### src/hdl/goe_pkg.sv
// Package for the glyph outline expander: constants, packed result type and
// the row decode and cell packing functions. No dependencies.
package goe_pkg;

	localparam int COLS          = 12;
	localparam int ROW_BITS_W    = 16;
	localparam int ROW_IDX_W     = 4;
	localparam int CELLS_W       = 48;
	localparam int OUT_DATA_W    = 56;
	localparam int MAX_ROWS_DEF  = 12;

	typedef logic [COLS-1:0]      col_mask_t;
	typedef logic [CELLS_W-1:0]   cells_t;
	typedef logic [ROW_IDX_W-1:0] row_idx_t;

	typedef struct packed {
		logic     done;
		row_idx_t row;
		cells_t   cells;
	} result_t;

	// Bit k set when pixel k+1 is inked.
	function automatic col_mask_t to_columns(input logic [ROW_BITS_W-1:0] bits);
		col_mask_t m;
		m = '0;
		for (int k = 0; k < 8; k++) begin
			m[k] = bits[7-k];
		end
		for (int k = 0; k < 4; k++) begin
			m[8+k] = bits[15-k];
		end
		return m;
	endfunction

	function automatic col_mask_t spread_full(input col_mask_t m);
		return m | (m << 1) | (m << 2);
	endfunction

	function automatic col_mask_t spread_sides(input col_mask_t m);
		return m | (m << 2);
	endfunction

	// Pack one cell row from the masks at offsets 0, 1 and 2 above it.
	function automatic cells_t pack_cells(input col_mask_t at0, input col_mask_t at1,
			input col_mask_t at2, input logic odd);
		col_mask_t c1;
		col_mask_t c2;
		cells_t    w;
		c2 = spread_full(at0) | spread_sides(at1) | spread_full(at2);
		c1 = at1 << 1;
		w  = '0;
		for (int p = 0; p < COLS; p++) begin
			if (odd) begin
				w[4*p +: 4] = {c2[p], c1[p], 2'b00};
			end else begin
				w[4*p +: 4] = {2'b00, c2[p], c1[p]};
			end
		end
		return w;
	endfunction

endpackage

### src/hdl/glyph_outline_expander.sv
// Glyph outline expander top level: row decode, outline cell generation and
// output register with trailing-row sequencing. Depends on goe_pkg.
//
// Takes one glyph row per cycle and returns one cell row per cycle through a
// single output register; ready follows the output side, so rows stream at
// full rate while the sink keeps up. The final row of a glyph (tlast, or row
// MAX_ROWS-1) yields three result transactions, so the input is held off
// while the trailing cell rows leave the output register.
module glyph_outline_expander import goe_pkg::*; #(
	parameter int MAX_ROWS = MAX_ROWS_DEF
) (
	input  logic                  clk,
	input  logic                  arst_n,
	input  logic                  s_tvalid,
	output logic                  s_tready,
	input  logic [ROW_BITS_W-1:0] s_tdata,  // [15:0] row_bits
	input  logic                  s_tuser,  // [0] odd_half
	input  logic                  s_tlast,  // last_row
	output logic                  m_tvalid,
	input  logic                  m_tready,
	output logic [OUT_DATA_W-1:0] m_tdata,  // cells_low, cells_mid, cells_high, out_row, pad
	output logic                  m_tlast   // glyph_done
);

	col_mask_t older_q, newer_q, t1_q, t2_q;
	row_idx_t  row_count_q, tail_row_q;
	logic      held_odd_q;
	logic [1:0] pend_q;
	logic      out_valid_q;
	result_t   out_q;

	logic      slot_free, s_acc, is_last, odd_now;
	col_mask_t cur;

	assign slot_free = !out_valid_q || m_tready;
	assign s_tready  = (pend_q == 2'd0) && slot_free;
	assign s_acc     = s_tvalid && s_tready;
	assign cur       = to_columns(s_tdata);
	assign is_last   = s_tlast || (row_count_q >= row_idx_t'(MAX_ROWS - 1));
	assign odd_now   = (row_count_q == '0) ? s_tuser : held_odd_q;

	always_ff @(posedge clk or negedge arst_n) begin
		if (!arst_n) begin
			older_q     <= '0;
			newer_q     <= '0;
			t1_q        <= '0;
			t2_q        <= '0;
			row_count_q <= '0;
			tail_row_q  <= '0;
			held_odd_q  <= 1'b0;
			pend_q      <= 2'd0;
			out_valid_q <= 1'b0;
			out_q       <= '0;
		end else begin
			if (pend_q != 2'd0) begin
				if (slot_free) begin
					out_q.cells <= pack_cells('0, t1_q, t2_q, held_odd_q);
					out_q.row   <= tail_row_q;
					out_q.done  <= (pend_q == 2'd1);
					out_valid_q <= 1'b1;
					t2_q        <= t1_q;
					t1_q        <= '0;
					tail_row_q  <= tail_row_q + 1'b1;
					pend_q      <= pend_q - 1'b1;
				end
			end else if (s_acc) begin
				out_q.cells <= pack_cells(cur, newer_q, older_q, odd_now);
				out_q.row   <= row_count_q;
				out_q.done  <= 1'b0;
				out_valid_q <= 1'b1;
				held_odd_q  <= odd_now;
				if (is_last) begin
					t1_q        <= cur;
					t2_q        <= newer_q;
					tail_row_q  <= row_count_q + 1'b1;
					pend_q      <= 2'd2;
					older_q     <= '0;
					newer_q     <= '0;
					row_count_q <= '0;
				end else begin
					older_q     <= newer_q;
					newer_q     <= cur;
					row_count_q <= row_count_q + 1'b1;
				end
			end else if (m_tready) begin
				out_valid_q <= 1'b0;
			end
		end
	end

	assign m_tvalid = out_valid_q;
	assign m_tdata  = {{(OUT_DATA_W - CELLS_W - ROW_IDX_W){1'b0}}, out_q.row, out_q.cells};
	assign m_tlast  = out_q.done;

	a_last_starts_tail: assert property (@(posedge clk) disable iff (!arst_n)
		(s_acc && is_last) |=> (pend_q == 2'd2))
		else $error("final row did not start trailing rows");

	a_done_ends_tail: assert property (@(posedge clk) disable iff (!arst_n)
		(out_valid_q && out_q.done) |-> (pend_q == 2'd0 && row_count_q == '0))
		else $error("glyph_done with trailing rows or rows still pending");

	a_row_bound: assert property (@(posedge clk) disable iff (!arst_n)
		row_count_q <= row_idx_t'(MAX_ROWS - 1))
		else $error("row count past glyph height");

	a_no_drop: assert property (@(posedge clk) disable iff (!arst_n)
		(out_valid_q && !m_tready) |=> (out_valid_q && $stable(out_q)))
		else $error("stalled result changed");

endmodule
### config.mk
export PLATFORM = sky130hd
export DESIGN_NAME = glyph_outline_expander
export DESIGN_NICKNAME = d
export VERILOG_FILES = /design/src/hdl/goe_pkg.sv /design/src/hdl/glyph_outline_expander.sv
export SDC_FILE = /design/constraint.sdc
export NUM_CORES = 1
export LEC_CHECK = 0
export BUFFER_PORTS_ARGS = -buffer_cell sky130_fd_sc_hd__buf_2
export CAP_MARGIN = 40
export CORE_ASPECT_RATIO = 0.9
export CORE_MARGIN = 2
export CORE_UTILIZATION = 60
export CTS_CLUSTER_DIAMETER = 40
export DETAILED_ROUTE_END_ITERATION = 7
export HOLD_SLACK_MARGIN = 0.12
export PLACE_DENSITY = 0.83
export SLEW_MARGIN = 20
export SYNTH_ARGS = -nofsm -noshare
export SYNTH_HDL_FRONTEND = slang
export SYNTH_SLANG_ARGS = --single-unit
export TNS_END_PERCENT = 100
### constraint.sdc
create_clock -name clk -period 2.9 [get_ports clk]
set_input_delay 0.725 -clock clk [delete_from_list [all_inputs] [get_ports clk]]
set_output_delay 0.725 -clock clk [all_outputs]
set_load 0.05 [all_outputs]
### Word level (Yosys, flattened, before mapping)

Index checks and enable logic that the tools add are counted.

* bits in registers: 113
* input bits: 22
* output and inout bits: 59
* word-level logic and storage cells: 96

* $add $sub $neg: 3
* $lt $le $gt $ge: 1
* eq/ne operators: 2
* mux-type cells: 51
* bitwise operators: 12
* reduce and logical (&&, ||, !) cells: 15

Operator list (number)
* 53-bit 2-to-1 mux: 3
* 12-bit OR: 11
* 12-bit 2-to-1 mux: 10
* 4-bit 2-to-1 mux: 29
* 4-bit by 1-bit adder with 4-bit output (second input constant): 2
* 2-bit 2-to-1 mux: 4
* 2-bit AND reduction: 3
* 2-bit nonzero test: 3
* 1-bit 2-to-1 mux: 5
* 4-bit greater-or-equal comparator (second input constant): 1
* 4-bit zero test: 1
* 3-bit AND reduction: 1
* 3-bit nonzero test: 1
* 2-bit by 1-bit equality test with 1-bit output (second input constant): 1
* 1-bit logical AND: 2
* 2-bit zero test: 1
* 1-bit logical OR: 2
* 2-bit inequality test (second input constant): 1
* 2-bit by 1-bit subtractor with 2-bit output (second input constant): 1
* 1-bit zero test: 1
* 1-bit inverter: 1

### Longest topological paths before layout

* depth after elaboration: 7
* mapped depth: 10
* depth with buffers taken out: 6

### Worst setup path before layout

Ideal clock, no wire load.

* path type: flip-flop to output port
* start point: register pend_q[0]
* end point: output port s_tready
* data arrival time: 1.698 ns
* required time: 2.175 ns
* path slack: 0.477 ns
* stages on the path, launching flop included: 7
* buffers on the path: 2
* cells stage by stage: dfrtp_1 -> inv_1 -> ha_1 -> buf_2 -> inv_1 -> clkbuf_1 -> nor2_1

* cells in the longest elaborated chain, start to end: 2

Ends and longest elaborated chain
* from (decl): line glyph_outline_expander.sv:28 `logic [1:0] pend_q;`
* from (signal assigned): line glyph_outline_expander.sv:64 `pend_q <= pend_q - 1'b1;`
* 2-bit zero test: line glyph_outline_expander.sv:36 `assign s_tready = (pend_q == 2'd0) && slot_free;`
* 1-bit logical AND: line glyph_outline_expander.sv:36
* to (decl): line glyph_outline_expander.sv:15 `output logic s_tready,`

No other way between the ends.

### Worst setup path after layout

* start point: register pend_q[1]
* end point: output port s_tready

Same word-level chain as after synthesis.

==> results.md <==
- Status: finished, final reports clean
- Cell variety after synth: 52
- Post-synthesis area per instance: 10.7 um^2
- Routed length per placed instance: 19.4 um
- Global Route Usage Sum: between 20% and 30%
- Number of buffers added by the clock tree synthesis step: 9
- Launching element type of the critical path: flop
- Placer's final routability congestion estimate: 0.925
- Antenna violations before repair: 0
- Area of the core region: around 8600 um^2
- Netlist area before placement: 5410 um^2
- Fraction of layout instances using a drive strength above 1: 22.6%
- Vias in the first global route: ~4,200
- Cell type with the largest total area after synthesis: sky130_fd_sc_hd__dfrtp_1
- Unrepaired setup endpoints after global routing: false
- Period Utilization, post-route: 87.8%
- Commonest non-fill, non-tap cells in the layout: 111 x sky130_fd_sc_hd__dfrtp_1, 69 x sky130_fd_sc_hd__buf_2, 50 x sky130_fd_sc_hd__nor2_1, 36 x sky130_fd_sc_hd__a22o_1, 33 x sky130_fd_sc_hd__a21oi_1
- Number of I/O pins: 81
- Count of final max-slew check failures: 0
- Proportion of power drawn by combinational gates: between 50% and 60%
- Sequential standard cell area: 2780 um^2
- Setup_tns: 0 ps
- Final Core Density: 70.0%
- Yosys reg bits: 111
- Total congestion overflow: 0
- Max VDD drop: 967 uV
- Row count: 32
- Maximum capacitance violations: 0
- Total wire length: 13,200 um
- Gate Count Post-Synth: 504
- Net Sw Frac: 48.5%
- Net Sw Power: between 0.003 and 0.004 W
- Total number of clock tree sinks: 111
- Vias: 4,358
- Reported leakage power: about 2.6 nW
- Final antenna diode count: 0
- Layout net count: around 580
- Total of fill cells in the finished design: 659
- Maximum number of pins on one net before global-route repair: 70
- First-pass GRT wire length: 21,300 um
- DRC errors left: 0
- Hold Buf Count CTS: 0
- Most common cell after layout, fill and taps aside: sky130_fd_sc_hd__dfrtp_1
- Classification of the worst-slack hold path: in2async
- Power per unit of standard cell area: 1330 nW/um^2
- CP Capture Type: primary output
- Data arrival time of the critical path: 1820 ps
- Proportion of netlist area held by the largest area contributor: 51.4%
- Final number of setup-violating endpoints: 0
- Worst hold slack: 319 ps
- Post-synth EDFFs: 0
- Clock power share: 13.9%
- Die Outline Area: 9780 um^2
- Detailed Routing Iterations Pass 1: 5
- Clock period minus worst slack: 2550 ps
- Clock insertion delay at the later pin of the skew report: 380 ps
- Max Clock Freq: 393 MHz
- Width of the die: about 100 um
- Sequential power share: 35.1%
- H-Tree Depth: 3
- Part of the Yosys area used for sequential elements: 51.4%
- Final Hold Fails: 0
- Ys Warns: 0
- Clock tree from TritonCTS: yes
- Worst clock skew: 6.98 ps
- Port Buffer Count: 70
- Main synth FF type: sky130_fd_sc_hd__dfrtp_1
- Initial standard-cell utilization of the core: 62.5%
- Worst-margin pin slew: 740 ps
- Master cell of the clock root buffer: sky130_fd_sc_hd__clkbuf_8
- HPWL after DPL: 8850 um
- Number of buffers on the longest clock path: 2
- Total area of multi-input combinational cells: about 2400 um^2
- Proportion of synthesized flip-flops having asynchronous set or reset: 100%
- Antenna violation net count after detailed routing: 0
- Post-cts resize count: 0
- Type of the worst setup path: reg2out
- Via density per instance: 6.41
- Worst Path Required: 2170 ps
- Peak fanout along the critical path: 15
- Area contributors post-synth: sky130_fd_sc_hd__dfrtp_1 51%, sky130_fd_sc_hd__a22o_1 5.8%, sky130_fd_sc_hd__nor2_1 3.5%
- Area growth, synth to finish: 12.0%
- Violation count after the first detailed-routing iteration: around 400
- Internal Dissipation: 0.00414 W
- Clock input transition at the sequential cells of the worst setup and hold paths: approximately 100 ps
- Die boundary height: 94.0 um
- Headroom to the max-slew limit: 50.7%
- Post-CTS setup buffer count: 0
## registers in the layout (all words and copies together), names as in the netlist
name,count
m_tlast,1
m_tdata,50
t2_q,12
m_tvalid,1
t1_q,12
tail_row_q,4
row_count_q,4
newer_q,12
older_q,12
pend_q,2
held_odd_q,1
## area by class of cell
class / instances / area share (%)
clock buffer: 11 / 2.33
clock inverter: 5 / 1.74
tap: 119 / 2.46
multi-input combinational: 343 / 38.9
timing repair buffer: 86 / 8.41
inverter: 5 / 0.310
sequential: 111 / 45.9
## synthesized netlist by cell type, types with 12 or more instances
cell                         n
sky130_fd_sc_hd__a21oi_1    33
sky130_fd_sc_hd__a22o_1     36
sky130_fd_sc_hd__a31oi_1    24
sky130_fd_sc_hd__buf_2      17
sky130_fd_sc_hd__buf_4      12
sky130_fd_sc_hd__clkbuf_1   13
sky130_fd_sc_hd__dfrtp_1   111
sky130_fd_sc_hd__mux2i_1    16
sky130_fd_sc_hd__nand3_1    24
sky130_fd_sc_hd__nor2_1     50
sky130_fd_sc_hd__o211ai_1   20
sky130_fd_sc_hd__o21a_1     21
sky130_fd_sc_hd__o41ai_1    15
## worst paths after layout
path,from,end,slack [ps],cells past startpoint
max in group asynchronous,arst_n,t1_q[8],1900,2
min in group clk,m_tdata[15],m_tdata[15],490,1
worst min-delay path,arst_n,m_tdata[25],320,1
worst max-delay path,pend_q[1],s_tready,350,5
worst min register to register,m_tdata[15],m_tdata[15],490,1
worst max register to register,pend_q[1],t2_q[2],570,8
## critical path, stage by stage, from the launching register on
cell and delay (ps):
sky130_fd_sc_hd__dfrtp_1 420, sky130_fd_sc_hd__inv_1 90, sky130_fd_sc_hd__ha_2 210, sky130_fd_sc_hd__inv_1 270
sky130_fd_sc_hd__nor2_1 170, sky130_fd_sc_hd__buf_2 270
## stage by stage
stage | total power (W) | instance area, um^2 | setup WS (ps) | cells
floorplan | 0.00593 | 5420 | 477 | 509
global route | 0.00846 | 6060 | 195 | 680
finish | 0.00803 | 6060 | 354 | 680
CTS | 0.00798 | 6030 | 360 | 678
global placement | 0.00671 | 5780 | 594 | 662
detailed placement | 0.00687 | 5780 | 472 | 662
## logic make-up (layout without fill, tap and decap cells)
kind of cell	count (synthesis)	after routing	synth area share, %
compound gates	181	181	24.6
simple gates	127	127	12.7
flops	111	111	51.4
buf+inv	55	107	5.46
mux	21	21	4.12
fa+ha+maj	6	6	1.39
xor+xnor	2	2	0.324
other cells	1	6	0.0694
## power by group through the flow
stage | Clock (W) | Sequential [W] | Combinational, W
after global placement | 0 | 0.00282 | 0.00389
after floorplan | 0 | 0.00385 | 0.00208
after global routing | 0.00118 | 0.00290 | 0.00438
after CTS | 0.00113 | 0.00283 | 0.00402
final | 0.00112 | 0.00282 | 0.00409
after detailed placement | 0 | 0.00287 | 0.00400
## metal layers
layer,up-vias,global-route usage (%),share of wire (%)
li1,2000,-,-
met1,2141,35.6,41
met2,188,46.1,49
met3,29,5.76,6.9
met4,0,12.6,2.8
met5,-,0,0
Note: power is estimated with default switching activity, not from simulation.
